`src/hdl/eipl4_pkg.sv`:
```
// Shared constants and the result record for the Ethernet/IP/L4 header parser.
package eipl4_pkg;

    localparam logic [15:0] TYPE_VLAN = 16'h8100;
    localparam logic [15:0] TYPE_IPV4 = 16'h0800;
    localparam logic [15:0] TYPE_IPV6 = 16'h86DD;
    localparam logic [7:0]  PROTO_UDP = 8'd17;
    localparam logic [7:0]  PROTO_TCP = 8'd6;

    localparam logic [7:0] ETH_HDR   = 8'd14;
    localparam logic [7:0] VLAN_END  = 8'd18;
    localparam logic [7:0] IPV4_MIN  = 8'd20;
    localparam logic [7:0] IPV6_HDR  = 8'd40;
    localparam logic [7:0] UDP_HDR   = 8'd8;
    localparam logic [7:0] TCP_MIN   = 8'd20;
    localparam logic [3:0] MIN_WORDS = 4'd5;

    localparam logic [3:0] ST_OK         = 4'd0;
    localparam logic [3:0] ST_ETH_SHORT  = 4'd1;
    localparam logic [3:0] ST_VLAN_SHORT = 4'd2;
    localparam logic [3:0] ST_V4_SHORT   = 4'd3;
    localparam logic [3:0] ST_V4_IHL     = 4'd4;
    localparam logic [3:0] ST_V4_OPT     = 4'd5;
    localparam logic [3:0] ST_V4_UDP     = 4'd6;
    localparam logic [3:0] ST_V4_TCP     = 4'd7;
    localparam logic [3:0] ST_V4_DOFF    = 4'd8;
    localparam logic [3:0] ST_V4_TOPT    = 4'd9;
    localparam logic [3:0] ST_V6_SHORT   = 4'd10;
    localparam logic [3:0] ST_V6_UDP     = 4'd11;
    localparam logic [3:0] ST_V6_TCP     = 4'd12;
    localparam logic [3:0] ST_V6_DOFF    = 4'd13;
    localparam logic [3:0] ST_V6_TOPT    = 4'd14;

    localparam int FLAG_VLAN = 0;
    localparam int FLAG_IPV4 = 1;
    localparam int FLAG_IPV6 = 2;
    localparam int FLAG_UDP  = 3;
    localparam int FLAG_TCP  = 4;

    typedef struct packed {
        logic [3:0]  status;
        logic [4:0]  layer_flags;
        logic [47:0] dst_mac;
        logic [47:0] src_mac;
        logic [15:0] ether_type;
        logic [15:0] vlan_tci;
        logic [7:0]  ip_protocol;
        logic [15:0] l4_sport;
        logic [15:0] l4_dport;
        logic [15:0] frame_length;
        logic [15:0] payload_length;
    } t_result;

endpackage

```
`src/hdl/ethernet_ip_l4_header_parser_unit.sv`:
```
// Top level of the streaming Ethernet/VLAN/IPv4/IPv6/UDP/TCP header parser.
//
//  channel | direction | handshake                  | payload
//  --------+-----------+----------------------------+-------------------------------------
//  byte in | in        | i_valid, o_stall           | i_data_byte, i_last
//  summary | out       | o_valid, i_stall           | o_status ... o_payload_length
//
// One byte is taken per cycle, back to back, while o_stall is low. Each byte is first held
// in the input register; from there the capture and summary logic update the frame state
// and, on the last byte, load the result register, from which the summary is offered.
// Reset is synchronous and clears the frame state and both valid flags.
// Input is stalled only when a last byte waits behind a summary that is itself stalled.
module ethernet_ip_l4_header_parser_unit (
    input  logic        i_clk,
    input  logic        i_rst_n,
    input  logic        i_valid,
    output logic        o_stall,
    input  logic [7:0]  i_data_byte,
    input  logic        i_last,
    output logic        o_valid,
    input  logic        i_stall,
    output logic [3:0]  o_status,
    output logic [4:0]  o_layer_flags,
    output logic [47:0] o_dst_mac,
    output logic [47:0] o_src_mac,
    output logic [15:0] o_ether_type,
    output logic [15:0] o_vlan_tci,
    output logic [7:0]  o_ip_protocol,
    output logic [15:0] o_l4_sport,
    output logic [15:0] o_l4_dport,
    output logic [15:0] o_frame_length,
    output logic [15:0] o_payload_length
);

    // Input register.
    logic       r_s1_valid;
    logic       r_s1_last;
    logic [7:0] r_s1_byte;

    // Frame state.
    logic [15:0] r_bytes_seen, n_bytes_seen;
    logic [47:0] r_held_dst, n_held_dst;
    logic [47:0] r_held_src, n_held_src;
    logic [15:0] r_held_type, n_held_type;
    logic        r_tag_seen, n_tag_seen;
    logic [15:0] r_held_tci, n_held_tci;
    logic [4:0]  r_ip_start, n_ip_start;
    logic [3:0]  r_header_words, n_header_words;
    logic [7:0]  r_held_proto, n_held_proto;
    logic [6:0]  r_l4_start, n_l4_start;
    logic [3:0]  r_tcp_words, n_tcp_words;
    logic [31:0] r_held_ports, n_held_ports;

    // Result register.
    logic                r_out_valid;
    eipl4_pkg::t_result  r_out, n_out;

    logic s1_go;

    assign s1_go   = r_s1_valid && (!r_s1_last || !r_out_valid || !i_stall);
    assign o_stall = r_s1_valid && !s1_go;

    // Capture of header fields by byte position.
    always_comb begin
        logic [15:0] p;
        logic [7:0]  b;
        logic [15:0] rel;
        logic [15:0] r4;
        logic        go_l4;

        p   = r_bytes_seen;
        b   = r_s1_byte;
        rel = p - {11'd0, r_ip_start};
        r4  = 16'd0;
        go_l4 = 1'b0;

        n_bytes_seen   = (p == 16'hFFFF) ? p : p + 16'd1;
        n_held_dst     = r_held_dst;
        n_held_src     = r_held_src;
        n_held_type    = r_held_type;
        n_tag_seen     = r_tag_seen;
        n_held_tci     = r_held_tci;
        n_ip_start     = r_ip_start;
        n_header_words = r_header_words;
        n_held_proto   = r_held_proto;
        n_l4_start     = r_l4_start;
        n_tcp_words    = r_tcp_words;
        n_held_ports   = r_held_ports;

        if (p < 16'd6) begin
            n_held_dst = {r_held_dst[39:0], b};
        end else if (p < 16'd12) begin
            n_held_src = {r_held_src[39:0], b};
        end else if (p < 16'd14) begin
            n_held_type = {r_held_type[7:0], b};
            if (p == 16'd13) begin
                n_tag_seen = (n_held_type == eipl4_pkg::TYPE_VLAN);
                n_ip_start = n_tag_seen ? eipl4_pkg::VLAN_END[4:0] : eipl4_pkg::ETH_HDR[4:0];
            end
        end else if (r_tag_seen && p < 16'd16) begin
            n_held_tci = {r_held_tci[7:0], b};
        end else if (r_tag_seen && p < 16'd18) begin
            n_held_type = {r_held_type[7:0], b};
        end else if (p >= {11'd0, r_ip_start}) begin
            if (r_held_type == eipl4_pkg::TYPE_IPV4) begin
                if (rel == 16'd0) begin
                    n_header_words = b[3:0];
                    n_l4_start = {2'd0, r_ip_start} + {1'b0, b[3:0], 2'b00};
                end else if (rel == 16'd9) begin
                    n_held_proto = b;
                end
                go_l4 = (n_header_words >= eipl4_pkg::MIN_WORDS);
            end else if (r_held_type == eipl4_pkg::TYPE_IPV6) begin
                if (rel == 16'd0) begin
                    n_l4_start = {2'd0, r_ip_start} + eipl4_pkg::IPV6_HDR[6:0];
                end else if (rel == 16'd6) begin
                    n_held_proto = b;
                end
                go_l4 = 1'b1;
            end
            if (go_l4 && rel != 16'd0 && p >= {9'd0, n_l4_start} &&
                (n_held_proto == eipl4_pkg::PROTO_UDP ||
                 n_held_proto == eipl4_pkg::PROTO_TCP)) begin
                r4 = p - {9'd0, n_l4_start};
                if (r4 < 16'd4) begin
                    n_held_ports = {r_held_ports[23:0], b};
                end else if (r4 == 16'd12 && n_held_proto == eipl4_pkg::PROTO_TCP) begin
                    n_tcp_words = b[7:4];
                end
            end
        end
    end

    // Frame summary, built from the state as it stands after this byte.
    always_comb begin
        logic [15:0] len;
        logic [7:0]  off;
        logic [4:0]  flags;
        logic [3:0]  st;
        logic [7:0]  ihl_bytes;
        logic [7:0]  tcp_bytes;
        logic        is_v4;
        logic        do_l4;

        len       = n_bytes_seen;
        off       = 8'd0;
        flags     = 5'd0;
        st        = eipl4_pkg::ST_OK;
        ihl_bytes = {2'd0, n_header_words, 2'b00};
        tcp_bytes = {2'd0, n_tcp_words, 2'b00};
        is_v4     = 1'b0;
        do_l4     = 1'b0;
        n_out     = '0;
        n_out.frame_length = len;

        if (len < {8'd0, eipl4_pkg::ETH_HDR}) begin
            st = eipl4_pkg::ST_ETH_SHORT;
        end else begin
            n_out.dst_mac    = n_held_dst;
            n_out.src_mac    = n_held_src;
            n_out.ether_type = n_held_type;
            off = eipl4_pkg::ETH_HDR;
            if (n_tag_seen) begin
                if (len < {8'd0, eipl4_pkg::VLAN_END}) begin
                    st = eipl4_pkg::ST_VLAN_SHORT;
                    n_out.ether_type = eipl4_pkg::TYPE_VLAN;
                end else begin
                    flags[eipl4_pkg::FLAG_VLAN] = 1'b1;
                    n_out.vlan_tci = n_held_tci;
                    off = eipl4_pkg::VLAN_END;
                end
            end
            if (st == eipl4_pkg::ST_OK && n_out.ether_type == eipl4_pkg::TYPE_IPV4) begin
                is_v4 = 1'b1;
                if (len < {8'd0, off + eipl4_pkg::IPV4_MIN}) begin
                    st = eipl4_pkg::ST_V4_SHORT;
                end else begin
                    flags[eipl4_pkg::FLAG_IPV4] = 1'b1;
                    n_out.ip_protocol = n_held_proto;
                    if (n_header_words < eipl4_pkg::MIN_WORDS) begin
                        st = eipl4_pkg::ST_V4_IHL;
                    end else if (len < {8'd0, off + ihl_bytes}) begin
                        st = eipl4_pkg::ST_V4_OPT;
                    end else begin
                        off = off + ihl_bytes;
                        do_l4 = 1'b1;
                    end
                end
            end else if (st == eipl4_pkg::ST_OK &&
                         n_out.ether_type == eipl4_pkg::TYPE_IPV6) begin
                if (len < {8'd0, off + eipl4_pkg::IPV6_HDR}) begin
                    st = eipl4_pkg::ST_V6_SHORT;
                end else begin
                    flags[eipl4_pkg::FLAG_IPV6] = 1'b1;
                    n_out.ip_protocol = n_held_proto;
                    off = off + eipl4_pkg::IPV6_HDR;
                    do_l4 = 1'b1;
                end
            end
            if (do_l4) begin
                if (n_held_proto == eipl4_pkg::PROTO_UDP) begin
                    if (len < {8'd0, off + eipl4_pkg::UDP_HDR}) begin
                        st = is_v4 ? eipl4_pkg::ST_V4_UDP : eipl4_pkg::ST_V6_UDP;
                    end else begin
                        flags[eipl4_pkg::FLAG_UDP] = 1'b1;
                        off = off + eipl4_pkg::UDP_HDR;
                    end
                end else if (n_held_proto == eipl4_pkg::PROTO_TCP) begin
                    if (len < {8'd0, off + eipl4_pkg::TCP_MIN}) begin
                        st = is_v4 ? eipl4_pkg::ST_V4_TCP : eipl4_pkg::ST_V6_TCP;
                    end else begin
                        flags[eipl4_pkg::FLAG_TCP] = 1'b1;
                        if (n_tcp_words < eipl4_pkg::MIN_WORDS) begin
                            st = is_v4 ? eipl4_pkg::ST_V4_DOFF : eipl4_pkg::ST_V6_DOFF;
                        end else if (len < {8'd0, off + tcp_bytes}) begin
                            st = is_v4 ? eipl4_pkg::ST_V4_TOPT : eipl4_pkg::ST_V6_TOPT;
                        end else begin
                            off = off + tcp_bytes;
                        end
                    end
                end
            end
            if (flags[eipl4_pkg::FLAG_UDP] || flags[eipl4_pkg::FLAG_TCP]) begin
                n_out.l4_sport = n_held_ports[31:16];
                n_out.l4_dport = n_held_ports[15:0];
            end
            if (st == eipl4_pkg::ST_OK) begin
                n_out.payload_length = len - {8'd0, off};
            end
        end
        n_out.status      = st;
        n_out.layer_flags = flags;
    end

    always_ff @(posedge i_clk) begin
        if (!i_rst_n) begin
            r_s1_valid <= 1'b0;
        end else if (!o_stall) begin
            r_s1_valid <= i_valid;
        end
    end

    always_ff @(posedge i_clk) begin
        if (!o_stall) begin
            r_s1_byte <= i_data_byte;
            r_s1_last <= i_last;
        end
    end

    // The frame state is cleared on reset and again once the last byte has been used.
    always_ff @(posedge i_clk) begin
        if (!i_rst_n || (s1_go && r_s1_last)) begin
            r_bytes_seen   <= '0;
            r_held_dst     <= '0;
            r_held_src     <= '0;
            r_held_type    <= '0;
            r_tag_seen     <= 1'b0;
            r_held_tci     <= '0;
            r_ip_start     <= '0;
            r_header_words <= '0;
            r_held_proto   <= '0;
            r_l4_start     <= '0;
            r_tcp_words    <= '0;
            r_held_ports   <= '0;
        end else if (s1_go) begin
            r_bytes_seen   <= n_bytes_seen;
            r_held_dst     <= n_held_dst;
            r_held_src     <= n_held_src;
            r_held_type    <= n_held_type;
            r_tag_seen     <= n_tag_seen;
            r_held_tci     <= n_held_tci;
            r_ip_start     <= n_ip_start;
            r_header_words <= n_header_words;
            r_held_proto   <= n_held_proto;
            r_l4_start     <= n_l4_start;
            r_tcp_words    <= n_tcp_words;
            r_held_ports   <= n_held_ports;
        end
    end

    always_ff @(posedge i_clk) begin
        if (!i_rst_n) begin
            r_out_valid <= 1'b0;
        end else if (s1_go && r_s1_last) begin
            r_out_valid <= 1'b1;
        end else if (!i_stall) begin
            r_out_valid <= 1'b0;
        end
    end

    always_ff @(posedge i_clk) begin
        if (s1_go && r_s1_last) begin
            r_out <= n_out;
        end
    end

    assign o_valid          = r_out_valid;
    assign o_status         = r_out.status;
    assign o_layer_flags    = r_out.layer_flags;
    assign o_dst_mac        = r_out.dst_mac;
    assign o_src_mac        = r_out.src_mac;
    assign o_ether_type     = r_out.ether_type;
    assign o_vlan_tci       = r_out.vlan_tci;
    assign o_ip_protocol    = r_out.ip_protocol;
    assign o_l4_sport       = r_out.l4_sport;
    assign o_l4_dport       = r_out.l4_dport;
    assign o_frame_length   = r_out.frame_length;
    assign o_payload_length = r_out.payload_length;

    // The frame state starts afresh after every summary.
    a_clear_after_frame: assert property (@(posedge i_clk) disable iff (!i_rst_n)
        s1_go && r_s1_last |=> r_bytes_seen == 16'd0)
        else $error("frame state not cleared after last item");

    // A failed parse never reports a payload.
    a_error_no_payload: assert property (@(posedge i_clk) disable iff (!i_rst_n)
        r_out_valid && r_out.status != eipl4_pkg::ST_OK |-> r_out.payload_length == 16'd0)
        else $error("payload length reported on error");

    // Input only stalls while a last item is held behind a stalled summary.
    a_stall_cause: assert property (@(posedge i_clk) disable iff (!i_rst_n)
        o_stall |-> r_s1_valid && r_s1_last && r_out_valid && i_stall)
        else $error("input stalled without a blocked summary");

    // A new summary is only loaded from a last item.
    a_summary_source: assert property (@(posedge i_clk) disable iff (!i_rst_n)
        $rose(r_out_valid) |-> $past(r_s1_valid && r_s1_last))
        else $error("summary raised without a last item");

endmodule
```
`config.mk`:
```
export PLATFORM = sky130hd
export DESIGN_NAME = ethernet_ip_l4_header_parser_unit
export DESIGN_NICKNAME = d
export VERILOG_FILES = /design/src/hdl/eipl4_pkg.sv /design/src/hdl/ethernet_ip_l4_header_parser_unit.sv
export SDC_FILE = /design/constraint.sdc
export NUM_CORES = 1
export LEC_CHECK = 0
export BUFFER_PORTS_ARGS = -buffer_cell sky130_fd_sc_hd__clkbuf_2
export CAP_MARGIN = 20
export CORE_AREA = 2 2 218 220
export CTS_CLUSTER_SIZE = 8
export DETAILED_ROUTE_END_ITERATION = 7
export DIE_AREA = 0 0 220 222
export PLACE_DENSITY = 0.75
export SKIP_CTS_REPAIR_TIMING = 1
export SLEW_MARGIN = 10
export SYNTH_ARGS = -nofsm -noshare
export SYNTH_HDL_FRONTEND = slang
export SYNTH_SLANG_ARGS = --single-unit
```
`constraint.sdc`:
```
create_clock -name i_clk -period 14.9 [get_ports i_clk]
set_clock_uncertainty 0.1 [all_clocks]
set_input_delay 1.49 -clock i_clk [delete_from_list [all_inputs] [get_ports i_clk]]
set_output_delay 1.49 -clock i_clk [all_outputs]
set_load 0.01 [all_outputs]
```
### Word-level counts from Yosys, hierarchy flattened

Index checks and enable logic that the tools add are counted.

| operators by class | value |
|---|---|
| magnitude comparators | 19 |
| equality and inequality tests | 15 |
| bitwise logic cells | 9 |
| multiplexer cells | 153 |
| reduce and logical (&&, ||, !) cells | 32 |
| add/subtract/negate cells | 12 |

Operators with widths:

| cell | number |
|---|---|
| 32-bit 2-to-1 mux | 10 |
| 8-bit 2-to-1 mux | 38 |
| 16-bit 2-to-1 mux | 12 |
| 4-bit 2-to-1 mux | 41 |
| 48-bit 2-to-1 mux | 3 |
| 16-bit by 8-bit < comparator with 1-bit output | 6 |
| 7-bit 2-to-1 mux | 10 |
| 16-bit == test, second input constant | 4 |
| 16-bit by 4-bit == test with 1-bit output, second input constant | 3 |
| 16-bit by 4-bit < comparator with 1-bit output, second input constant | 3 |
| 16-bit by 5-bit < comparator with 1-bit output, second input constant | 3 |
| 16-bit by 12-bit == test with 1-bit output, second input constant | 2 |
| 16-bit by 3-bit < comparator with 1-bit output, second input constant | 2 |
| 1-bit 2-to-1 mux | 30 |
| 16-bit by 1-bit adder with 16-bit output, second input constant | 1 |
| 8-bit by 5-bit adder with 8-bit output, second input constant | 2 |
| 8-bit by 6-bit adder with 8-bit output | 2 |
| 16-bit by 3-bit == test with 1-bit output, second input constant | 1 |
| 8-bit by 3-bit == test with 1-bit output, second input constant | 2 |
| 8-bit by 5-bit == test with 1-bit output, second input constant | 2 |
| 16-bit by 5-bit greater-or-equal comparator with 1-bit output | 1 |
| 16-bit by 7-bit greater-or-equal comparator with 1-bit output | 1 |
| 16-bit logical NOT | 1 |
| 16-bit nonzero test | 1 |
| other kinds (21) | 59 |

| storage, ports and cells | value |
|---|---|
| output and inout port bits | 211 |
| logic and storage cells | 270 |
| bits in registers | 425 |
| input bits | 13 |

### Longest topological paths before layout

| depth | value |
|---|---|
| depth in word-level cells | 40 |
| mapped depth | 48 |
| mapped depth without buffers | 47 |

### Least setup slack after synthesis

Ideal clock, no wire load.

| timing path | value |
|---|---|
| path type | reg2reg |
| start | reg r_bytes_seen[1] |
| end | reg r_out, in the netlist o_payload_length[10] (data pin) |
| buffers on the path | 2 |
| clock period less this slack | 10.317 ns |
| required time | 14.542 ns |
| stages on the path, launching flop included | 48 |
| setup time | 0.258 ns |
| slack | 4.583 ns |
| data arrival time | 9.959 ns |
| cells stage by stage | dfxtp_1 > ha_1 > nand3_1 > nor3_1 > mux2_2 > a211o_1 > nor3_4 > a31o_2 > clkbuf_1 > clkbuf_1 > ha_1 > fa_1 > inv_1 > ha_1 > o21a_1 > o21a_1 > o221ai_1 > and4b_1 > [12 not listed] > a21o_1 > a21o_1 > a211oi_1 > nor3_2 > nand2_1 > mux2i_1 > ha_1 > inv_1 > a211oi_1 > o21ai_0 > a21boi_0 > o21ai_0 > a21boi_0 > o21a_1 > nor3_1 > nand2_1 > xnor2_1 > nor2_4 |

| on the way | value |
|---|---|
| elaborated cells on any way between the ends | 175 |
| classes of those cells | add/sub (10); order compare (19); eq/ne (11); mux (120); bitwise (1); reduce/logical (14) |

RTL lines:

| item | RTL line | source |
|---|---|---|
| start: declaration | ethernet_ip_l4_header_parser_unit.sv:41 | `logic [15:0] r_bytes_seen, n_bytes_seen;` |
| start signal: assignment | ethernet_ip_l4_header_parser_unit.sv:266 | `r_bytes_seen <= n_bytes_seen;` |
| 16-bit by 1-bit adder with 16-bit output / 16-bit == test (equally long branches) | ethernet_ip_l4_header_parser_unit.sv:77 | `n_bytes_seen = (p == 16'hFFFF) ? p : p + 16'd1;` |
| 16-bit 2-to-1 mux (*) | ethernet_ip_l4_header_parser_unit.sv:77 |  |
| named net n_bytes_seen[12] | ethernet_ip_l4_header_parser_unit.sv:41 |  |
| parallel branches: the longest is 23 deep, another holds 16-bit by 5-bit < comparator with 1-bit output | n/a |  |
| end signal: assignment | ethernet_ip_l4_header_parser_unit.sv:293 | `r_out <= n_out;` |
| end: declaration | ethernet_ip_l4_header_parser_unit.sv:56 | `eipl4_pkg::t_result r_out, n_out;` |

Mark *: on every way through the listed nets, which the timed path passes. The select of a mux whose other input is x is not followed.
A chain may end at the register's enable or synchronous reset.

### Worst setup path after layout

| timing path | value |
|---|---|
| start | reg r_bytes_seen[1] |
| end | reg r_out, in the netlist o_payload_length[10] (data pin) |

| on the way | value |
|---|---|
| elaborated cells on any way between the ends | 175 |
| classes of those cells | add/sub (10); order compare (19); eq/ne (11); mux (120); bitwise (1); reduce/logical (14) |

RTL lines:

| item | RTL line | source |
|---|---|---|
| 16-bit by 5-bit subtractor with 16-bit output | ethernet_ip_l4_header_parser_unit.sv:73 | `rel = p - {11'd0, r_ip_start};` |
| 16-bit logical NOT | ethernet_ip_l4_header_parser_unit.sv:106 | `if (rel == 16'd0) begin` |
| 4-bit 2-to-1 mux | ethernet_ip_l4_header_parser_unit.sv:106 |  |
| 4-bit 2-to-1 mux | ethernet_ip_l4_header_parser_unit.sv:105 | `if (r_held_type == eipl4_pkg::TYPE_IPV4) begin` |
| 4-bit 2-to-1 mux | ethernet_ip_l4_header_parser_unit.sv:104 | `end else if (p >= {11'd0, r_ip_start}) begin` |
| 4-bit 2-to-1 mux | ethernet_ip_l4_header_parser_unit.sv:102 | `end else if (r_tag_seen && p < 16'd18) begin` |
| 4-bit 2-to-1 mux | ethernet_ip_l4_header_parser_unit.sv:100 | `end else if (r_tag_seen && p < 16'd16) begin` |
| 4-bit 2-to-1 mux | ethernet_ip_l4_header_parser_unit.sv:94 | `end else if (p < 16'd14) begin` |
| [3 not listed] | n/a |  |
| 4-bit 2-to-1 mux | ethernet_ip_l4_header_parser_unit.sv:104 |  |
| 4-bit 2-to-1 mux | ethernet_ip_l4_header_parser_unit.sv:102 |  |
| 4-bit 2-to-1 mux | ethernet_ip_l4_header_parser_unit.sv:100 |  |
| 4-bit 2-to-1 mux | ethernet_ip_l4_header_parser_unit.sv:94 |  |
| 4-bit 2-to-1 mux | ethernet_ip_l4_header_parser_unit.sv:92 | `end else if (p < 16'd12) begin` |
| 4-bit 2-to-1 mux (*) | ethernet_ip_l4_header_parser_unit.sv:90 | `if (p < 16'd6) begin` |
| named net n_header_words[0] | ethernet_ip_l4_header_parser_unit.sv:48 | `logic [3:0] r_header_words, n_header_words;` |
| parallel branches: the longest is 19 deep, another holds 16-bit by 8-bit < comparator with 1-bit output | n/a |  |

Marked as above.

==> results.md <==
- The flow ran to the end, and the final reports show no timing, DRC or antenna violations.
- The maximum VDD drop is 0.0962 mV.
- For this run, the register share of the synthesized area comes to 51.2%.
- Counting the fill cells in the layout gives 4,168.
- The number of I/O pins is 224.
- The async set or reset register ratio after synthesis is 0%.
- The fraction of layout instances using a drive strength above 1 is 14.9%.
- The detailed router placed 17.7k vias in this run.
- The largest stage delay on the critical path is 0.62 ns.
- The via count of the first global-routing pass came to 16.2k.
- The wire-length estimate of the detail-placed layout is 39.3 mm.
- The area enclosed by the die boundary is 48,800 µm².
- In the final design database the tool counted 2,575 nets.
- The repair_antennas step left the layout with diodes totalling 0.
- The synthesized netlist net count is 2,416.
- The y dimension of the die is 222 µm.
- The primary flip-flop cell chosen by synthesis mapping is sky130_fd_sc_hd__edfxtp_1.
- TritonCTS built the clock tree.
- The post-route cell area is 24,100 µm².
- The cell area after synthesis is 20,800 µm².
- The cell seen most often among critical-path stages is sky130_fd_sc_hd__ha_1.
- Data on the critical path is required at its endpoint by 15.12 ns.
- After synthesis, the cell types taking the most area are sky130_fd_sc_hd__edfxtp_1 31%, sky130_fd_sc_hd__dfxtp_1 20%, sky130_fd_sc_hd__nand2_1 12%, sky130_fd_sc_hd__a21oi_1 8.7%, sky130_fd_sc_hd__ha_1 3.7%.
- After detailed routing, the average wire length per cell comes to 18.7 µm.
- The min-delay analysis places its worst path in the category flip-flop to flip-flop.
- Measured along the x axis, the die boundary spans 220 µm.
- Clock-pin slew was measured on the worst setup and hold paths at 0.06 ns.
- The residual DRC count is 0.
- Subtracting the final worst setup slack from the clock period gives 12.31 ns.
- The detailed router finished its first iteration with 1,896 violations.
- Derived from the worst setup path, the maximum achievable clock frequency is 81.3 MHz.
- Summed over all cells, the static leakage comes to 8.72 nW.
- Dividing the detail-routed via count by the number of cells gives 5.60.
- The number of max-slew violations in the final report is 0.
- Of the available clock period, the critical path in the final layout requires 82.6%.
- The relative area change from synthesis to final layout is 15.8%.
- The count of nets left with antenna violations once routing finished came out at 0.
- The floorplan step defined a core boundary enclosing 46,300 µm².
- The largest net degree at the start of global routing is 139.
- The Yosys step of the flow raised 0 warnings.
- Adding up every negative setup slack in the final design gives 0 ns.
- The floorplan has 79 rows.
- For flop-to-flop paths, the worst setup slack is 2.59 ns.
- The type of destination of the critical path is a flip-flop.
- CTS saw 423 sinks.
- Of the total power, the clock network draws 47.2%.
- Across the whole layout, storage elements account for 10,700 µm².
- The H-tree generated during clock tree synthesis spans 2 levels.
- After detailed placement, the total cell area comes to 22,300 µm².
- The aggregate global routing overflow is 0.
- The type of element launching the critical path is a flip-flop.
- The transition time of the tightest slew-check pin is 1.12 ns.
- Across all hold checks on the routed design, the worst slack comes to 0.354 ns.
- In the final layout, the multi-input gates occupy 9390 µm².
- The clock passes through at most 3 buffers.
- Of all cell types, the one taking the most synthesized area is sky130_fd_sc_hd__edfxtp_1.
- The initial antenna violation count came to 0.
- The number of synthesized flops with an enable pin is 218.
- The max-capacitance violation count is 0.
- The count of final setup violators is 0.
- The worst relative slew slack is 25.4%.
- The number of buffers inserted during clock tree synthesis is 59.
- The slowest stage of the critical path is the sky130_fd_sc_hd__dfxtp_1 cell.
- The number of failing hold endpoints at the final stage was 0.
- The biggest fanout along the worst timing path is 14.
- The critical path in this run is classified as flip-flop to flip-flop.
- The total wire length is 58.9 mm.
- The cell count after synthesis came out at 2,337.
- In this run the clock root is driven by a sky130_fd_sc_hd__clkbuf_16.
- Counting distinct cell types in the post-synthesis netlist gives 86.
- The share of total power in sequential cells is 47.1%.
- In this run, synthesis produced a sequential element count of 423.
- Averaged over all synthesized cells, the footprint is 8.89 µm².
- The combined global-route utilization of all metal layers is 23.4%.
- During placement, the flow inserted port buffers numbering 223.
- The first global-routing pass estimated 90.3 mm of wire.
- The synthesized design devotes to its leading area cell type 31.5% of total area.
- Setup repair after global routing left no endpoint under its margin.
- At the end of routability-driven placement, the weighted congestion stood at 0.885.
- The proportion of power drawn by combinational gates is 5.8%.
- The internal portion of the total power is 0.00203 W.
- The switching power as a share of total power is 23.5%.
- The clock reaches the later pin of the worst-skew pair after 0.63 ns.
- The switching power summed over all nets is 0.000623 W.
- The data arrival time of the critical path is 12.53 ns.
- In this run the power density over the cells is 110 nW/µm².
- The first-pass detailed-route iteration total is 5.
- The initial utilization of the core area, before any placement, comes to 44.9%.
## cell type report
type	count	share of cell area [%]
inverter	47	0.765
clock inverter	3	0.244
multi-input combinational	1715	39.0
tap	607	3.16
timing repair buffer	250	5.56
sequential	423	44.3
clock buffer	105	6.98
## path summary, 6_finish.rpt
path | start | to | cells after the start
max | r_bytes_seen[1] | o_payload_length[10] | 47
min | r_held_dst[44] | r_held_dst[44] | 2
max reg2reg | r_bytes_seen[1] | o_payload_length[10] | 47
min reg2reg | r_held_dst[44] | r_held_dst[44] | 2
## kinds of logic (layout without fill, tap and decap cells)
family,count (synthesis),count (layout),synth area share [%]
AOI/OAI and AO/OA,517,517,14.4
xor gates and xnor gates,39,39,1.64
adders and majority gates,66,66,4.15
buffers and inverters,199,405,3.80
DFF,423,423,51.2
muxes,57,57,2.84
and+or+nand+nor,1036,1036,22.0
## per-layer routing
metal / routed length [µm] / track usage (%) / up-vias
met5: 0 / 0 / -
met4: 2130 / 9.42 / 0
met3: 4000 / 3.77 / 129
met2: 26700 / 36.0 / 696
met1: 26000 / 32.8 / 8386
li1: - / - / 8441
## worst max-delay path, delay by kind of cell (launching register included)
| kind | cells | cell delay [ns] |
|---|---|---|
| DFF | 1 | 0.62 |
| xor gates and xnor gates | 3 | 0.64 |
| muxes | 2 | 0.71 |
| AOI/OAI and AO/OA | 18 | 3.94 |
| and+or+nand+nor | 11 | 2.71 |
| adders and majority gates | 9 | 2.87 |
| buffers and inverters | 4 | 0.42 |
## registers in the layout (all words and copies together) (netlist names), 16 cells and up
register,cells
o_dst_mac,48
o_src_mac,48
r_held_dst,48
r_held_src,48
r_held_ports,32
o_ether_type,16
o_frame_length,16
o_l4_dport,16
o_l4_sport,16
o_payload_length,16
o_vlan_tci,16
r_bytes_seen,16
r_held_tci,16
r_held_type,16
## placed cells by master (no fill, tap or decap), types with 6 or more instances in the layout
cell type	Yosys	layout
sky130_fd_sc_hd__a211o_1	6	6
sky130_fd_sc_hd__a211oi_1	14	14
sky130_fd_sc_hd__a21boi_0	6	6
sky130_fd_sc_hd__a21o_1	12	12
sky130_fd_sc_hd__a21oi_1	361	361
sky130_fd_sc_hd__a31oi_1	8	8
sky130_fd_sc_hd__and2_1	12	12
sky130_fd_sc_hd__and3_1	10	10
sky130_fd_sc_hd__and4_1	9	9
sky130_fd_sc_hd__buf_4	1	25
sky130_fd_sc_hd__clkbuf_1	133	44
sky130_fd_sc_hd__clkbuf_16	0	60
sky130_fd_sc_hd__clkbuf_2	0	223
sky130_fd_sc_hd__dfxtp_1	205	205
sky130_fd_sc_hd__edfxtp_1	218	218
sky130_fd_sc_hd__ha_1	61	61
sky130_fd_sc_hd__inv_1	47	46
sky130_fd_sc_hd__mux2_2	12	12
sky130_fd_sc_hd__mux2i_1	44	44
sky130_fd_sc_hd__nand2_1	684	682
sky130_fd_sc_hd__nand2b_1	18	18
sky130_fd_sc_hd__nand3_1	26	26
sky130_fd_sc_hd__nand4_1	25	25
sky130_fd_sc_hd__nor2_1	133	130
sky130_fd_sc_hd__nor2_4	8	9
sky130_fd_sc_hd__nor3_1	32	31
sky130_fd_sc_hd__nor4_1	12	11
sky130_fd_sc_hd__o21a_1	14	14
sky130_fd_sc_hd__o21ai_0	33	33
sky130_fd_sc_hd__o22ai_1	7	7
sky130_fd_sc_hd__o31ai_1	6	6
sky130_fd_sc_hd__or2_2	9	9
sky130_fd_sc_hd__or3_1	14	13
sky130_fd_sc_hd__or4_1	7	7
sky130_fd_sc_hd__xnor2_1	23	23
sky130_fd_sc_hd__xor2_1	16	16
## power groups by stage
stage / Clock (W) / Sequential, W / Combinational [W]
after floorplan: 0 / 0.00128 / 0.0000968
after global routing: 0.00133 / 0.00125 / 0.000165
after CTS: 0.00127 / 0.00125 / 0.000151
final: 0.00125 / 0.00125 / 0.000153
after detailed placement: 0 / 0.00127 / 0.000151
after global placement: 0 / 0.00127 / 0.000149
## Yosys cell counts, drive strengths merged (4+ instances only)
library cell / n
a21oi: 362
nand3: 26
a211o: 6
ha: 61
or4: 7
or3: 14
inv: 47
a211oi: 15
dfxtp: 205
and3: 10
and2: 13
o22ai: 7
nor4: 17
o21a: 14
and4: 9
nand2b: 18
or2: 11
a21boi: 7
xnor2: 23
mux2: 12
a2111oi: 4
nand2: 684
buf: 19
nor3: 37
a22oi: 4
o31a: 5
xor2: 16
clkbuf: 133
nor2: 143
fa: 5
o21ai: 37
mux2i: 45
a21o: 12
o31ai: 6
a31oi: 9
nand4b: 6
edfxtp: 218
nand4: 26
## metrics by stage
step / cells / utilization [%] / setup slack [ns] / power (W)
after floorplan: 2337 / - / 4.58 / 0.00137
after global placement: 3039 / 48.2 / 3.21 / 0.00142
after detailed placement: 3039 / 48.2 / 2.80 / 0.00142
after CTS: 3147 / 51.9 / 2.73 / 0.00268
after global routing: 3150 / 52.0 / 1.64 / 0.00274
final: 3150 / 52.0 / 2.59 / 0.00266
No activity file was read; power rests on OpenSTA's default activity.
